==> src/hdl/bbh_div.sv <==
//------------------------------------------------------------------------------
// bbh_div
// Restoring divider: floor(num * 2^48 / den), one quotient bit per cycle.
//------------------------------------------------------------------------------
`default_nettype none
module bbh_div #(
  parameter int NUM_W = 11
) (
  input  wire logic             clk,
  input  wire logic             rst_n,
  input  wire logic             start,
  input  wire logic [NUM_W-1:0] num,
  input  wire logic [49:0]      den,
  output logic                  done,
  output logic [47:0]           quo
);

  logic        busy_r, done_r;
  logic [5:0]  cnt_r;
  logic [50:0] r_r;
  logic [47:0] q_r;
  logic [50:0] r2;
  logic        ge;

  always_comb begin
    r2 = {r_r[49:0], 1'b0};
    ge = (r2 >= {1'b0, den});
  end

  always_ff @(posedge clk) begin
    if (!rst_n) begin
      busy_r <= 1'b0;
      done_r <= 1'b0;
    end else begin
      done_r <= 1'b0;
      if (start) begin
        busy_r <= 1'b1;
        cnt_r  <= 6'd0;
        r_r    <= 51'(num);
        q_r    <= 48'd0;
      end else if (busy_r) begin
        r_r   <= ge ? (r2 - {1'b0, den}) : r2;
        q_r   <= {q_r[46:0], ge};
        cnt_r <= cnt_r + 6'd1;
        if (cnt_r == 6'd47) begin
          busy_r <= 1'b0;
          done_r <= 1'b1;
        end
      end
    end
  end

  assign done = done_r;
  assign quo  = q_r;

endmodule
`default_nettype wire

==> config.mk <==
export PLATFORM = sky130hd
export DESIGN_NAME = bbh_div
export DESIGN_NICKNAME = d
export VERILOG_FILES = /design/src/hdl/bbh_div.sv
export SDC_FILE = /design/constraint.sdc
export NUM_CORES = 1
export LEC_CHECK = 0
export ABC_AREA = 1
export BUFFER_PORTS_ARGS = -buffer_cell sky130_fd_sc_hd__buf_2
export CAP_MARGIN = 15
export CORE_MARGIN = 2
export CORE_UTILIZATION = 30
export DETAILED_ROUTE_END_ITERATION = 16
export GPL_ROUTABILITY_DRIVEN = 0
export PLACE_DENSITY_LB_ADDON = 0.3
export SETUP_SLACK_MARGIN = 0.02
export SYNTH_ARGS = -nofsm -noshare
export SYNTH_HDL_FRONTEND = slang
export SYNTH_SLANG_ARGS = --single-unit
==> constraint.sdc <==
create_clock -name clk -period 9.77 [get_ports clk]
set_input_delay 1.954 -clock clk [delete_from_list [all_inputs] [get_ports clk]]
set_output_delay 1.954 -clock clk [all_outputs]
set_load 0.01 [all_outputs]
* After elaboration in Yosys (flattened, before gate mapping)
Cells that the tools add are included.
Widths: inputs -> output; s select.
** Operators by class
- Bitwise gates (word level) :: 2
- Multiplexer cells :: 9
- Order comparisons :: 1
- Equality and inequality tests :: 1
- Add/subtract/negate cells :: 2
- Reduce and logical (&&, ||, !) cells :: 3
** Operators by type and width (count)
- $mux 50 :: 2
- $ge 51x50->1 :: 1
- $sub 50x50->50 :: 1
- $mux 48 :: 1
- $mux 11 :: 1
- $add 6x1->6 const B :: 1
- $eq 6x6->1 const B :: 1
- $mux 6 :: 1
- $mux 1 :: 4
- $reduce_or 3->1 :: 1
- $not 1->1 :: 2
- $reduce_and 2->1 :: 1
- $reduce_bool 2->1 :: 1
** Word-level totals
- Flip-flop bits (word level) :: 106
- Input port bits :: 64

* Longest topological paths before layout
- Word-level depth :: 4
- Mapped depth :: 17

* Worst setup path before layout
Ideal clock, no wire load.
- Kind :: input-to-reg
- Start :: in start
- End :: reg cnt_r[0] (enable)
- Stages on the path :: 2
- Arrival :: 7103 ps
- Library setup time :: 603 ps
- Path slack :: 2064 ps
- Cells stage by stage :: clkinv_1 -> a21oi_1
** On the way
- Cells in the longest elaborated chain, start to end :: 2
** Ends and longest elaborated chain
- start, declared :: RTL line 11 : input wire logic start,
- $reduce_bool 2->1 (no source line)
- $reduce_and 2->1 (no source line)
- end signal, assigned :: RTL line 44 : cnt_r <= cnt_r + 6'd1;
- end, declared :: RTL line 19 : logic [5:0] cnt_r;
Every way passes these cells.
A chain may end at the register's enable or synchronous reset.

* Worst setup path in the final report
- Start :: in den[26]
- End :: reg r_r[29] (data pin)
** On the way
- Cells in the longest elaborated chain, start to end :: 3
- Elaborated cells on any way between the ends :: 4
- Those cells by class :: add/sub: 1; order compare: 1; mux: 2
** Ends and longest elaborated chain
- start, declared :: RTL line 13 : input wire logic [49:0] den,
- $sub 50x50->50 / $ge 51x50->1 (equally long branches) :: RTL line 42, 27
- $mux 50 * :: RTL line 42 : r_r <= ge ? (r2 - {1'b0, den}) : r2;
- $mux 50 * :: RTL line 41 : end else if (busy_r) begin
- end signal, assigned :: RTL line 39 : r_r <= 51'(num);
- end signal, assigned :: RTL line 42
- end, declared :: RTL line 20 : logic [50:0] r_r;
Mark *: on every way between the ends. The rest lies on a longest branch, timed or not. The select of a mux whose other input is x is not followed.

==> flow_metrics.env <==
export IMPL_status="completed"
export IMPL_hold_viol_final=0
export IMPL_cts_buffer_depth=2
export IMPL_syn_cell_area_um2=9246
export IMPL_synth_cells=1434
export IMPL_drive_gt1_frac=0.1147
export IMPL_criticalPathCategory="in -> reg"
export IMPL_htree_levels=3
export IMPL_seqPwrFrac=0.379
export IMPL_final_util=0.3450
export IMPL_max_stage_delay_ns=0.61
export IMPL_yosysMostFrequentCell="nand2_1"
export IMPL_synthAdderAreaFrac=0.07118
export IMPL_synth_simple_area_share=0.3566
export IMPL_grt_pass1_wl_um=42480
export IMPL_slew_headroom=0.4334
export IMPL_ys_seq_area_frac=0.3421
export IMPL_ys_ff_latch=106
export IMPL_dieArea_um2=32240
export IMPL_ant_nets=0
export IMPL_initial_utilization=0.3031
export IMPL_detail_route_wl_per_cell_um=13.44
export IMPL_cp_arrival_ns=4.68
export IMPL_muxShareOfSynthArea=0
export IMPL_first_global_vias=8319
export IMPL_ctsResizeCount=0
export IMPL_vias=8558
export IMPL_yosysWarnings=0
export IMPL_clk_pin_slew_ns=0.09
export IMPL_ys_types=35
export IMPL_root_buffer="clkbuf_16"
export IMPL_io_pins=113
export IMPL_drc=0
export IMPL_clk_latency_ns=0.38
export IMPL_rows=64
export IMPL_grt_use_total=0.1630
export IMPL_yosys_area_top_type="edfxtp_1"
export IMPL_synth_edf_count=104
export IMPL_finalWirelength_um=26070
export IMPL_cts_sinks=106
export IMPL_cp_end_kind="flop"
export IMPL_grt_antenna_before_repair=4
export IMPL_nets=1654
export IMPL_rsz0062_at_grt="no"
export IMPL_finClkSkew_ns=0.01458
export IMPL_diodes=0
export IMPL_tightest_slew_ns=0.8468
export IMPL_synth_top_area_share=0.3378
export IMPL_power_switching_uw=591.7
export IMPL_cpMostUsedCell="nand2_1"
export IMPL_required_ns=9.90
export IMPL_dp_hpwl_um=20870
export IMPL_hold_class="reg -> reg"
export IMPL_io_buffers=112
export IMPL_vias_per_cell=4.414
export IMPL_ys_top_cells_by_count="464 x nand2_1, 325 x inv_1, 203 x nor2_1, 104 x edfxtp_1, 59 x nand3_1"
export IMPL_synthArstFlopShare=0
export IMPL_finalSetupViolCount=0
export IMPL_drtIter0Drc=492
export IMPL_power_density_nw_per_um2=143.0
export IMPL_synth_compound_area_frac=0.05156
export IMPL_p_leak_uw=0.005798
export IMPL_peakVddDrop_mv=0.1023
export IMPL_crit_path_max_fanout=45
export IMPL_swShare=0.3932
export IMPL_synth_xor_area_frac=0.02558
export IMPL_startpoint_type="primary input"
export IMPL_synth_top_family_by_area="simple AND/OR/NAND/NOR gates"
export IMPL_timing_fmax_mhz=220.0
export IMPL_cts_buffers=9
export IMPL_fillers=3410
export IMPL_grt_overflow=0
export IMPL_drv_slew=0
export IMPL_min_period_ns=4.545
export IMPL_power_frac_comb=0.356
export IMPL_first_pass_iters=5
export IMPL_grt_max_degree=66
export IMPL_p_clk_frac=0.266
export IMPL_coreArea_um2=30510
export IMPL_hold_ws_ns=0.5228
export IMPL_drv_cap=0
export IMPL_cts_hold_buffers=0
export IMPL_ys_flop_type="edfxtp_1"
export IMPL_area_delta_synth_final_pct=13.84
export IMPL_syn_nets=1550
export IMPL_cts_tree="yes"
export IMPL_tns_ns=0
export IMPL_die_h_um=179.6
export IMPL_worst_path_max_delay_cell="nand3_4"
export IMPL_period_share=0.4652
export IMPL_die_w_um=179.6
export IMPL_ys_top_cells_by_area="edfxtp_1 34%, nand2_1 19%, inv_1 13%, nor2_1 8.2%, ha_1 6.9%"
export IMPL_intPower_uw=913.2
export IMPL_post_cts_setup_buffers=0
export IMPL_syn_area_per_cell_um2=6.448
export IMPL_path_cells="buf_2 -> inv_1 -> ha_1 -> nand2_1 -> inv_1 -> a21oi_1 -> nand2_1 -> nand2_1 -> nand2_1 -> a21oi_2 -> nand3_4 -> o21ai_1 -> nor2_1"
-- state kept, by name, indices dropped and copies added, names as in the netlist --
register  flops
busy_r        1
cnt_r         6
done          1
quo          48
r_r          50
-- layout make-up --
type,count,area (um^2),share of cell area
inverters,342,1284,0.1220
well taps,396,495.5,0.04707
repair buffers,116,590.6,0.05610
flip-flops and latches,106,3163,0.3005
clock buffers,9,225.2,0.02140
multi-input cells,963,4679,0.4446
clock inverters,7,88.84,0.008439
-- power by group through the flow --
stage	Sequential, uW	Combinational, uW	Clock (uW)
after floorplan	585	390	0
after global placement	580	530	0
after detailed placement	579	534	0
final	570	535	400
after global routing	575	613	425
after CTS	570	537	408
-- logic make-up (layout without fill, tap and decap cells) --
group	after synthesis	after routing
buf+inv	365	474
fa+ha+maj	52	52
xor+xnor	27	27
flops	106	106
simple gates	797	797
compound gates	87	87
-- per-layer routing --
| layer | vias up | track usage | share of wire |
|---|---|---|---|
| met2 | 199 | 0.2619 | 0.43 |
| met3 | 28 | 0.04133 | 0.066 |
| met1 | 3770 | 0.2204 | 0.48 |
| li1 | 4555 | - | - |
| met5 | - | 0 | 0.0013 |
| met4 | 6 | 0.03675 | 0.014 |
-- worst paths after layout --
check	start	endpoint	slack [ns]	cells past startpoint
worst max register to register	r_r[24]$_SDFFCE_PP0P_	r_r[29]$_SDFFCE_PP0P_	6.48	11
worst min-delay path	busy_r$_SDFF_PN0_	done$_SDFF_PP0_	0.52	2
worst max-delay path	den[26]	r_r[29]$_SDFFCE_PP0P_	5.23	13
worst min register to register	busy_r$_SDFF_PN0_	done$_SDFF_PP0_	0.52	2
-- layout by cell type, fill, tap and decap left out, types with 9 or more instances in the layout --
cell	instances
o21bai_1	10
inv_2	16
a21oi_1	35
clkbuf_16	9
nand4_1	20
nand3_1	59
nand2_1	464
buf_2	112
inv_1	325
nor2_2	9
nand3b_1	9
nor2_1	203
edfxtp_1	104
ha_1	51
o21ai_1	30
xor2_1	19
-- through the flow --
step,setup WS [ns],instance area (um^2),instances,total power (uW)
2_1_floorplan,2.064,9246,1434,975.7
3_3_place_gp,4.835,10210,1923,1110
3_5_place_dp,4.778,10210,1923,1114
4_1_cts,5.178,10530,1939,1515
5_1_grt,4.940,10530,1939,1613
6_report,5.225,10530,1939,1505
-- worst max-delay path: cells and delay by family --
kind                     cells  cell delay (ns)
AO/OA/AOI/OAI                3             1.10
adder cells (fa/ha/maj)      1             0.33
buffers and inverters        3             0.15
AND/OR/NAND/NOR              6             1.10
Note: power is estimated with default switching activity, not from simulation.
