`src/hdl/bbh_pkg.sv`:
```
//------------------------------------------------------------------------------
// bbh_pkg
// Shared types, operation codes and arithmetic constants of the Breslow
// baseline hazard estimator.
//------------------------------------------------------------------------------
`default_nettype none
package bbh_pkg;

  localparam int MAX_PATIENTS_DEF = 1024;
  localparam int MAX_EVENTS_DEF   = 64;

  localparam logic [1:0] OP_LOAD_PAT = 2'd0;
  localparam logic [1:0] OP_LOAD_EV  = 2'd1;
  localparam logic [1:0] OP_START    = 2'd2;
  localparam logic [1:0] OP_RSVD     = 2'd3;

  localparam int TIME_W = 32;
  localparam int WGT_W  = 40;
  localparam int TOT_W  = 50;
  localparam int HAZ_W  = 48;

  localparam logic [HAZ_W-1:0] HAZ_MAX = {HAZ_W{1'b1}};
  localparam logic [31:0] ONE_Q30 = 32'h4000_0000;
  localparam logic [31:0] LN2_Q32 = 32'd2977044472;

  typedef struct packed {
    logic [1:0]          op;
    logic [TIME_W-1:0]   ptime;
    logic [3:0]          status;
    logic signed [12:0]  score;
    logic [TIME_W-1:0]   etime;
  } item_t;

  // ceil(2^35 / k) for the Horner divisions by k = 1 .. 11.
  function automatic logic [35:0] recip(input logic [3:0] k);
    logic [35:0] r;
    unique case (k)
      4'd1:    r = 36'd34359738368;
      4'd2:    r = 36'd17179869184;
      4'd3:    r = 36'd11453246123;
      4'd4:    r = 36'd8589934592;
      4'd5:    r = 36'd6871947674;
      4'd6:    r = 36'd5726623062;
      4'd7:    r = 36'd4908534053;
      4'd8:    r = 36'd4294967296;
      4'd9:    r = 36'd3817748708;
      4'd10:   r = 36'd3435973837;
      4'd11:   r = 36'd3123612579;
      default: r = 36'd0;
    endcase
    return r;
  endfunction

endpackage
`default_nettype wire

```
`src/hdl/bbh_front.sv`:
```
//------------------------------------------------------------------------------
// bbh_front
// Accepts input transfers, drops the reserved operation and holds the rest in
// a two-entry queue for the back end.
//------------------------------------------------------------------------------
`default_nettype none
module bbh_front (
  input  wire logic          clk,
  input  wire logic          rst_n,
  input  wire logic          in_tvalid,
  output logic               in_tready,
  input  wire logic [87:0]   in_tdata,
  input  wire logic [1:0]    in_tuser,
  output bbh_pkg::item_t     q_item,
  output logic               q_valid,
  input  wire logic          q_pop
);

  bbh_pkg::item_t ent_r [2];
  logic           wr_ptr_r, rd_ptr_r;
  logic [1:0]     cnt_r;
  logic           push, pop;
  bbh_pkg::item_t new_item;

  assign in_tready = (cnt_r != 2'd2);
  assign q_valid   = (cnt_r != 2'd0);
  assign q_item    = ent_r[rd_ptr_r];
  assign pop       = q_pop && q_valid;
  assign push      = in_tvalid && in_tready && (in_tuser != bbh_pkg::OP_RSVD);

  always_comb begin
    new_item.op     = in_tuser;
    new_item.ptime  = in_tdata[31:0];
    new_item.status = in_tdata[35:32];
    new_item.score  = in_tdata[48:36];
    new_item.etime  = in_tdata[80:49];
  end

  always_ff @(posedge clk) begin
    if (!rst_n) begin
      wr_ptr_r <= 1'b0;
      rd_ptr_r <= 1'b0;
      cnt_r    <= 2'd0;
    end else begin
      if (push) wr_ptr_r <= !wr_ptr_r;
      if (pop)  rd_ptr_r <= !rd_ptr_r;
      unique case ({push, pop})
        2'b10:   cnt_r <= cnt_r + 2'd1;
        2'b01:   cnt_r <= cnt_r - 2'd1;
        default: cnt_r <= cnt_r;
      endcase
    end
  end

  always_ff @(posedge clk) begin
    if (push) ent_r[wr_ptr_r] <= new_item;
  end

endmodule
`default_nettype wire

```
`config.mk`:
```
export PLATFORM = sky130hd
export DESIGN_NAME = bbh_front
export DESIGN_NICKNAME = d
export VERILOG_FILES = /design/src/hdl/bbh_pkg.sv /design/src/hdl/bbh_front.sv
export SDC_FILE = /design/constraint.sdc
export NUM_CORES = 1
export LEC_CHECK = 0
export BUFFER_PORTS_ARGS = -buffer_cell sky130_fd_sc_hd__buf_2
export CORE_MARGIN = 4
export CORE_UTILIZATION = 35
export CTS_BUF_LIST = sky130_fd_sc_hd__clkbuf_8 sky130_fd_sc_hd__clkbuf_16
export DETAILED_ROUTE_END_ITERATION = 12
export PLACE_DENSITY_LB_ADDON = 0.15
export SETUP_SLACK_MARGIN = 0.05
export SLEW_MARGIN = 20
export SYNTH_ARGS = -nofsm -noshare
export SYNTH_HDL_FRONTEND = slang
export SYNTH_SLANG_ARGS = --single-unit
```
`constraint.sdc`:
```
create_clock -name clk -period 12.5 [get_ports clk]
set_clock_uncertainty 0.05 [all_clocks]
set_input_delay 3.125 -clock clk [delete_from_list [all_inputs] [get_ports clk]]
set_output_delay 3.125 -clock clk [all_outputs]
set_load 0.02 [all_outputs]
```
Yosys cells after proc, flatten, opt, wreduce, memory -nomap -nowiden
Memory sizes are Yosys's and may differ from the RTL's. A register that Yosys moved wholly into a read port is not among the register bits. Cells that the tools add are included.

Memories kept: 1. Bits in registers: 4. RAM bits: 166. Input bits: 94.

Reduce and logical (&&, ||, !) cells: 7. $add $sub $neg: 2. Equal/unequal tests: 4. Mux-type cells: 5.

Memory list: ent_r (depth 2, bits a word 83, read ports 1, clocked after memory_dff 1, wr ports 1, line bbh_front.sv:19) `bbh_pkg::item_t ent_r [2];`.

Operators by type and width (number): 1-bit two-way mux (4); 2-bit inequality test (second input constant) (2); 2-bit one-hot mux with 2 select lines (1); 2-bit nonzero test (2); 1-bit logical AND (3); 2-bit by 1-bit adder with 2-bit output (second input constant) (1); 2-bit by 1-bit equality test with 1-bit output (second input constant) (1); 2-bit equality test (second input constant) (1); 1-bit zero test (2); 2-bit by 1-bit subtractor with 2-bit output (second input constant) (1).

Longest topological paths before layout
Gate-level depths: netlist (run 1).

Depth in word-level cells: 5. Mapped depth: 6. Gate-level depth less buffers: 6.

Worst setup path after synthesis (run 1)
OpenSTA, ideal clock, no wires.

Path kind: input -> register. From: input port in_tuser[0]. To: memory ent_r[0][0] (netlist name), enable pin. Buffers on the path: 0. Setup time: 525 ps. Setup slack: 5113 ps. Arrival time: 6812 ps. Stages on the path: 3. Data required time: 11925 ps. Cell sequence: nand2_1 nand3_1 nor2_1.

Cells in the longest elaborated chain, start to end: 4.

Ends and longest elaborated chain: start: declaration (line bbh_front.sv:13) `input wire logic [1:0] in_tuser,`; 2-bit inequality test (line bbh_front.sv:29) `assign push = in_tvalid && in_tready && (in_tuser != bbh_pkg::OP_RSVD);`; 1-bit logical AND (line bbh_front.sv:29); 1-bit two-way mux (line bbh_front.sv:56) `if (push) ent_r[wr_ptr_r] <= new_item;`; 1-bit two-way mux (not written as such) (line bbh_front.sv:56); end: declaration (line bbh_front.sv:19).

Every way passes these cells.

==> results_dict.tcl, run 1 <==
set metrics [dict create \
    maxSlewViolCount 0 \
    gp_congestion 0.694 \
    fp.dieH_um 141 \
    crit_arrival_ns 2.36 \
    cts_root_buffer "clkbuf_16" \
    holdCritStartpoint "wr_ptr_r" \
    ys_warn_count 0 \
    path_clk_slew_ns 0.06 \
    min_path_type "reg -> reg" \
    rr_startpoint "cnt_r[0]" \
    max_freq_mhz 181 \
    cts_tree "yes" \
    core_um2 17400 \
    hold_slack_ns 0.466 \
    std_cell_rows 48 \
    rsz0062_at_grt "false" \
    worst_path_max_delay_cell "dfxtp_4" \
    port_buffers 171 \
    peakVddDrop_mv 0.0871 \
    routedWlPerCell_um 16.4 \
    drt_iter0_drc 128 \
    drtPass1Iterations 4 \
    crit_family "buffers and inverters" \
    synth_cell_types 21 \
    synth_edf_count 166 \
    synth_top_area_share 0.802 \
    yosysSeqAreaShare 0.818 \
    grt_pass1_wl_um 17900 \
    critPathMaxFanout 42 \
    clk_latency_ns 0.41 \
    wirelength_um 11600 \
    criticalPathCategory "reg -> out" \
    synthFlopType "edfxtp_1" \
    leakage_nw 2.92 \
    grt_pass1_vias 3519 \
    clk_path_buf_depth 2 \
    vias 3158 \
    cts_num_sinks 171 \
    critPathCaptureType "output pin" \
    nets 563 \
    io_pins 179 \
    drv_cap 0 \
    worstPathRequired_ns 9.32 \
    r2r_setup_slack_ns 9.62 \
    h-tree-depth 4 \
    drc 0 \
    timing.rr.end "ent_r[1][81]" \
    antenna_found_initial 1 \
    cts_hold_buf 0 \
    place_hpwl_um 7440 \
    post_cts_resized 0 \
    finalSetupTns_ns 0 \
    yosys_register_bits 171 \
    synth_common_cells "166 x edfxtp_1, 70 x mux2_1, 13 x mux2_2, 7 x buf_4, 5 x dfxtp_1" \
    cts_buffers 17 \
    synthArstFlopShare 0 \
    postRouteAntennaNets 0 \
    final.min_clock_period_ns 5.54 \
    grt.overflow.total 0 \
    synth_area_per_cell_um2 21.9 \
    path_cells "buf_4, mux2_2, buf_2" \
    whs_endpoint "wr_ptr_r" \
    status "finished, final reports clean" \
    syn_nets 379 \
    worstSetupStartpointType "flop" \
    die_w_um 141 \
    synthTopCellsByArea "edfxtp_1 80%, mux2_1 13%, mux2_2 2.4%" \
    areaGrowthSynthToFinish_pct 26.3 \
    power_density_nw_per_um2 204 \
    total_power_mw 1.60 \
    finalCritPeriodShare 0.443 \
    yosysMostFrequentCell "edfxtp_1" \
    diodes 0 \
    layout-drive-gt1-share 0.450 \
    setup_viol 0 \
    grtUsageTotal 0.117 \
    worst_pin_slew_ns 1.02 \
    path_buf_inv 2 \
    yosys.area.top_type "edfxtp_1" \
    synthCells 284 \
    mappedNetlistArea_um2 6220 \
    dieArea_um2 20000 \
    initial_core_util 0.358 \
    max_stage_delay_ns 0.74 \
    max-slew-margin-rel 0.317 \
    grt_max_degree 60 \
    fin_util 0.453 \
    viasPerCell 4.48 \
    holdPathStages 2 \
    worstRegToRegCells 4 \
    postCtsSetupBuffers 0 \
    hold_violations 0 \
]
[metal layers]
layer	wire (µm)	GRT usage	up-vias
met1	4530	0.127	1542
met4	248	0.0515	2
li1	-	-	1489
met5	13	0	-
met3	990	0.0512	19
met2	5790	0.199	106
[through the flow]
| stage | cells | setup slack (ns) | instance area [µm²] |
|---|---|---|---|
| 2_1_floorplan | 284 | 5.11 | 6220 |
| 4_1_cts | 705 | 6.86 | 7860 |
| 3_5_place_dp | 674 | 6.75 | 7330 |
| 3_3_place_gp | 674 | 6.79 | 7330 |
| 6_report | 705 | 6.96 | 7860 |
| 5_1_grt | 705 | 6.79 | 7860 |
[registers in the layout, indices dropped and copies added (netlist names), named ones only]
| name | count |
|---|---|
| rd_ptr_r | 1 |
| wr_ptr_r | 1 |
| cnt_r | 2 |
| ent_r | 166 |
[worst register-to-register path: stages, from the launching register on]
cell	delay, ns
dfxtp_1	0.42
nand2b_2	0.16
nand3_1	0.26
nor2_4	0.87
buf_4	0.70
[placed cells by master, fill, tap and decap left out, types with 2 or more instances in the layout]
master | Yosys | final
mux2_2 | 13 | 13
buf_2 | 2 | 171
mux2_1 | 70 | 70
buf_4 | 7 | 3
inv_1 | 1 | 7
edfxtp_1 | 166 | 166
nor2b_1 | 2 | 2
xnor2_1 | 3 | 3
clkinv_2 | 0 | 3
nor2_4 | 0 | 2
dfxtp_1 | 5 | 4
clkbuf_16 | 0 | 17
clkinvlp_4 | 0 | 2
nand2_1 | 3 | 3
[cell families (layout without fill, tap and decap cells)]
group	Yosys count	after routing	synth area share
flops	171	171	0.818
mux	84	84	0.152
simple gates	12	12	0.0103
buf+inv	10	206	0.0107
compound gates	3	3	0.00322
xor+xnor	3	3	0.00423
fa+ha+maj	1	1	0.00201
[area by class of cell]
type / count / area (µm²)
Clock buffer: 17 / 425
Tap cell: 225 / 282
Multi-Input combinational cell: 103 / 1080
Timing Repair Buffer: 174 / 878
Sequential cell: 171 / 5090
Inverter: 1 / 3.75
Fill cell: 1556 / 9500
Clock inverter: 14 / 95.1
[power breakdown]
group          total [mW]  internal [mW]  switching (mW)
Combinational       0.390          0.149           0.241
Sequential          0.741          0.705          0.0357
Clock               0.469          0.267           0.203
[how the worst max path moves through the flow]
stage                               to         from  slack (ns)  cells after the start
final                       q_item[74]         flop        6.96                      3
after global placement    ent_r[1][10]  in_tuser[0]        6.79                      5
after detailed placement  ent_r[1][75]  in_tuser[0]        6.75                      5
after CTS                   q_item[73]         flop        6.86                      3
after global routing        q_item[74]         flop        6.79                      3
after floorplan            ent_r[0][0]  in_tuser[0]        5.11                      3
No activity file was read; power rests on OpenSTA's default activity.
==> run 2, diff against run 1 <==
- ABC_AREA: unset -> 1
- clock period: 12.5 -> 5.75 ns (I/O delays scaled with it)
==> run 2 against run 1 <==
Against the previous run: cell area increased by 4.6%; cell count up 3.0%; setup slack worse by 5.1 ns; die area increased by 5.6%.
==> results_dict.tcl, run 2 <==
set metrics [dict create \
    grtUsageTotal 0.118 \
    synthCells 298 \
    hold_slack_ns 0.443 \
    holdCritStartpoint "rd_ptr_r" \
    mappedNetlistArea_um2 6590 \
    top_register "ent_r" \
    areaGrowthSynthToFinish_pct 24.6 \
    synthFlopType "edfxtp_1" \
    antenna_found_initial 2 \
    cts_hold_buf 0 \
    diodes 0 \
    postCtsSetupBuffers 0 \
    grt_max_degree 64 \
    peakVddDrop_mv 0.208 \
    synthArstFlopShare 0 \
    yosysMostFrequentCell "edfxtp_1" \
    postRouteAntennaNets 0 \
    mostFrequentLayoutCells "171 x buf_2, 166 x edfxtp_1, 70 x mux2_4, 17 x clkbuf_16, 13 x mux2_2" \
    max_stage_delay_ns 0.94 \
    critPathMaxFanout 48 \
    vias 3262 \
    syn_nets 393 \
    critical_path_depth 3 \
    max-slew-margin-rel 0.406 \
    grt_pass1_wl_um 19200 \
    yosys.area.top_type "edfxtp_1" \
    grt.overflow.total 0 \
    crit_family "flip-flops" \
    drt_iter0_drc 141 \
    reg_top3 "ent_r: 166 flops, cnt_r: 2 flops" \
    std_cell_rows 49 \
    leakage_nw 3.20 \
    worstPathRequired_ns 4.26 \
    synthTopCellsByArea "edfxtp_1 76%, mux2_4 16%, mux2_2 2.2%" \
    finalCritPeriodShare 0.672 \
    cts_buffers 17 \
    grt_pass1_vias 3619 \
    drc 0 \
    hold_violations 0 \
    h-tree-depth 4 \
    status "finished, final reports clean" \
    post_cts_resized 0 \
    nets 579 \
    clk_path_buf_depth 2 \
    viasPerCell 4.49 \
    largest_register_ffs 166 \
    gp_congestion 0.729 \
    worstSetupStartpointType "flop" \
    maxSlewViolCount 0 \
    path_cells "buf_4, mux2_2, buf_2" \
    path_clk_slew_ns 0.06 \
    crit_arrival_ns 2.38 \
    synth_area_per_cell_um2 22.1 \
    max_freq_mhz 259 \
    ys_warn_count 0 \
    port_buffers 171 \
    synth_cell_types 16 \
    critPathCaptureType "output pin" \
    cts_tree "yes" \
    worst_pin_slew_ns 0.891 \
    path_buf_inv 2 \
    cts_num_sinks 171 \
    synth_edf_count 166 \
    synth_common_cells "166 x edfxtp_1, 70 x mux2_4, 13 x mux2_2, 12 x nor2_1, 10 x nand2_1" \
    fp.dieH_um 145 \
    die_w_um 145 \
    drtPass1Iterations 4 \
    power_density_nw_per_um2 397 \
    final.min_clock_period_ns 3.86 \
    routedWlPerCell_um 16.9 \
    core_um2 18300 \
    clk_latency_ns 0.42 \
    worst_slack_ns 1.89 \
    synth_top_area_share 0.756 \
    io_pins 179 \
    yosysSeqAreaShare 0.771 \
    rr_startpoint "cnt_r[0]" \
    layout_commonest_cell "buf_2" \
    finalSetupTns_ns 0 \
    layout-drive-gt1-share 0.586 \
    r2r_setup_slack_ns 3.62 \
    min_path_type "reg -> reg" \
    place_ws_ns 2.26 \
    endpoint "q_item[76]" \
    yosys_register_bits 171 \
    wirelength_um 12200 \
    worstRegToRegCells 5 \
    place_hpwl_um 8050 \
    drv_cap 0 \
    total_power_mw 3.26 \
    criticalPathCategory "reg -> out" \
    worst_path_max_delay_cell "dfxtp_4" \
    rsz0062_at_grt "false" \
    initial_core_util 0.361 \
    timing.rr.end "ent_r[1][9]" \
    cts_root_buffer "clkbuf_16" \
    dieArea_um2 21100 \
    setup_viol 0 \
]
==> run 2: cell count changes after synthesis, sizes merged, moves of 2 or more <==
cell   before  now
nor2        2   12
xnor2       3    0
inv         1    6
nand4       0    2
nor2b       2    0
nand2       3   10
==> run 2: per-layer routing <==
metal	up-vias	track usage	wire, µm
li1	1538	-	-
met1	1581	0.135	5020
met3	22	0.0440	927
met5	-	0	27
met4	4	0.0527	232
met2	117	0.199	6040
==> run 2: worst min-delay path by stage <==
stage                           to  slack (ns)  depth (start not counted)
final                         flop        0.44                          2
after global routing          flop        0.49                          2
after CTS                     flop        0.44                          2
after detailed placement      flop        0.43                          2
after global placement    rd_ptr_r        0.42                          2
after floorplan               flop        0.40                          2
==> run 2: report_power, final <==
group	internal [mW]	leakage, nW	switching (mW)
clock network	0.639	0.277	0.471
logic	0.278	1.34	0.327
registers	1.48	1.58	0.0602
total	2.40	3.20	0.859
==> run 2: cell type report <==
cell class              instances  area (µm²)
clock buffers                  17         425
flip-flops and latches        171        5090
multi-input cells             112        1340
repair buffers                176         906
fillers                      1635       10100
inverters                       6        23.8
well taps                     229         287
clock inverters                15         148
==> run 2: metrics by stage <==
step / utilization / instances / instance area, µm²
after detailed placement: 0.418 / 694 / 7640
after CTS: 0.450 / 726 / 8210
after floorplan: - / 298 / 6590
after global routing: 0.450 / 726 / 8210
final: 0.450 / 726 / 8210
after global placement: 0.418 / 694 / 7640
==> run 2: logic make-up after synthesis <==
| logic type | synth area share |
|---|---|
| flops | 0.771 |
| mux | 0.182 |
| simple gates | 0.0152 |
| compound gates | 0.00266 |
| buf+inv | 0.0271 |
| fa+ha+maj | 0.00190 |
==> run 2: worst min-delay path, delay by kind of cell, from the launching register on <==
| family | cells | cell delay (ns) |
|---|---|---|
| flip-flops | 1 | 0.33 |
| AND/OR/NAND/NOR | 2 | 0.13 |
==> run 3, diff against run 2 <==
- ABC_AREA: 1 -> 0
- clock period: 5.75 -> 3.7 ns (I/O delays scaled with it)
==> run 3 against run 2 <==
Against the previous run: wire length fell by 4.5%; total power rose by 74%; clock power rose by 62%.
==> results_dict.tcl, run 3 (same netlist as run 1, synthesis figures left out) <==
set metrics [dict create \
    postLayoutCellArea_um2 8000 \
    maxSlewViolCount 0 \
    drtPass1Iterations 4 \
    std_cell_rows 48 \
    critical_path_depth 3 \
    viasPerCell 4.49 \
    drc 0 \
    route.met3.wl_um 1070 \
    fillers 1541 \
    crit_family "flip-flops" \
    antenna_found_initial 0 \
    post_cts_resized 0 \
    vias 3178 \
    rr_startpoint "cnt_r[0]" \
    worstRegToRegCells 5 \
    reg_top3 "ent_r: 166 flops, cnt_r: 2 flops" \
    routedWlPerCell_um 16.5 \
    hold_violations 0 \
    pwr-share-seq 0.440 \
    fp.dieH_um 141 \
    min_path_type "reg -> reg" \
    setup_viol 0 \
    cts_num_sinks 171 \
    peakVddDrop_mv 0.343 \
    cts_hold_buf 0 \
    top_register "ent_r" \
    grt.overflow.total 0 \
    path_buf_inv 2 \
    clk_path_buf_depth 2 \
    critPathCaptureType "output pin" \
    final.min_clock_period_ns 2.99 \
    timing.rr.end "cnt_r[1]" \
    finalSetupTns_ns 0 \
    max_freq_mhz 335 \
    rsz0062_at_grt "false" \
    grtUsageTotal 0.117 \
    path_cells "buf_4, mux2_1, buf_2" \
    wirelength_um 11700 \
    placed_cell_area_um2 7390 \
    port_buffers 171 \
    multi_input_area_um2 1080 \
    finalCritPeriodShare 0.807 \
    max_stage_delay_ns 0.70 \
    postRouteAntennaNets 0 \
    grt_pass1_vias 3405 \
    clk_latency_ns 0.40 \
    power_density_nw_per_um2 708 \
    dieArea_um2 20000 \
    status "finished, final reports clean" \
    place_hpwl_um 7460 \
    cts_root_buffer "clkbuf_16" \
    r2r_setup_slack_ns 1.78 \
    worstSetupStartpointType "flop" \
    register_area_um2 5090 \
    clock_power_share 0.319 \
    drt_iter0_drc 140 \
    worstPathRequired_ns 2.72 \
    diodes 0 \
    nets 566 \
    power.switching_mw 1.64 \
    cts_buffers 17 \
    hold_slack_ns 0.462 \
    netSwitchingFraction 0.289 \
    leakage_nw 2.96 \
    postCtsSetupBuffers 0 \
    die_w_um 141 \
    areaGrowthSynthToFinish_pct 28.6 \
    grt_max_degree 59 \
    mostFrequentLayoutCells "171 x buf_2, 166 x edfxtp_1, 70 x mux2_1, 17 x clkbuf_16, 13 x mux2_2" \
    h-tree-depth 4 \
    crit_arrival_ns 2.01 \
    gp_congestion 0.717 \
    grt_pass1_wl_um 17800 \
    core_um2 17400 \
    top_layer "met4" \
    max-slew-margin-rel 0.637 \
    wl_met2_um 5470 \
    holdCritStartpoint "wr_ptr_r" \
    layout_commonest_cell "buf_2" \
    combPwrFrac 0.242 \
    critPathMaxFanout 36 \
    drt-met1-wl_um 5050 \
    largest_register_ffs 166 \
    io_pins 179 \
    path_clk_slew_ns 0.06 \
    cts_tree "yes" \
    p_int_mw 4.03 \
    fin_util 0.461 \
    initial_core_util 0.358 \
    holdPathStages 2 \
    layout-drive-gt1-share 0.460 \
    criticalPathCategory "reg -> out" \
    worst_pin_slew_ns 0.545 \
    drv_cap 0 \
    whs_endpoint "wr_ptr_r" \
    worst_path_max_delay_cell "dfxtp_4" \
    total_power_mw 5.67 \
]
-- run 3: changes by cell type in the layout (fill, tap and decap cells not counted), moves of 3 or more --
cell and change:
mux2_4 -70, xnor2_1 +3, inv_1 -5, inv_6 -4, nor2_1 -11, nand2_1 -7, mux2_1 +70
-- run 3: worst max path at each step --
stage	slack [ns]	end	start
global route	0.56	q_item[4]	flop
detailed placement	1.08	q_item[57]	flop
global placement	1.08	q_item[4]	flop
floorplan	-0.12	ent_r[0][0]	in_tuser[0]
CTS	0.62	q_item[57]	flop
finish	0.71	q_item[59]	flop
-- run 3: area by class of cell --
type / count / share of cell area
clock inverter: 14 / 0.0224
sequential: 171 / 0.636
inverter: 1 / 0.000469
timing repair buffer: 177 / 0.117
tap: 225 / 0.0352
multi-input combinational: 103 / 0.135
clock buffer: 17 / 0.0532
-- run 3: worst register-to-register path, stage by stage, from the launching register on --
cell	delay [ns]
dfxtp_1	0.42
nand2b_2	0.17
nand3_1	0.28
ha_1	0.44
or3_1	0.35
a21boi_1	0.15
-- run 3: routing by layer --
| metal | vias to the layer above | global-route usage |
|---|---|---|
| li1 | 1490 | - |
| met2 | 124 | 0.186 |
| met4 | 0 | 0.0352 |
| met3 | 9 | 0.0539 |
| met5 | - | 0 |
| met1 | 1555 | 0.145 |
-- run 3: power groups by stage --
stage               Clock [mW]  Sequential [mW]  Combinational [mW]
floorplan                    0             2.47               0.976
finish                    1.80             2.49                1.37
CTS                       1.87             2.50                1.41
detailed placement           0             2.54                1.40
global placement             0             2.53                1.39
global route              1.96             2.52                1.48
-- run 3: through the flow --
step	worst slack (ns)	cells
3_5_place_dp	1.08	677
2_1_floorplan	-0.118	284
5_1_grt	0.564	708
6_report	0.713	708
3_3_place_gp	1.08	677
4_1_cts	0.622	708
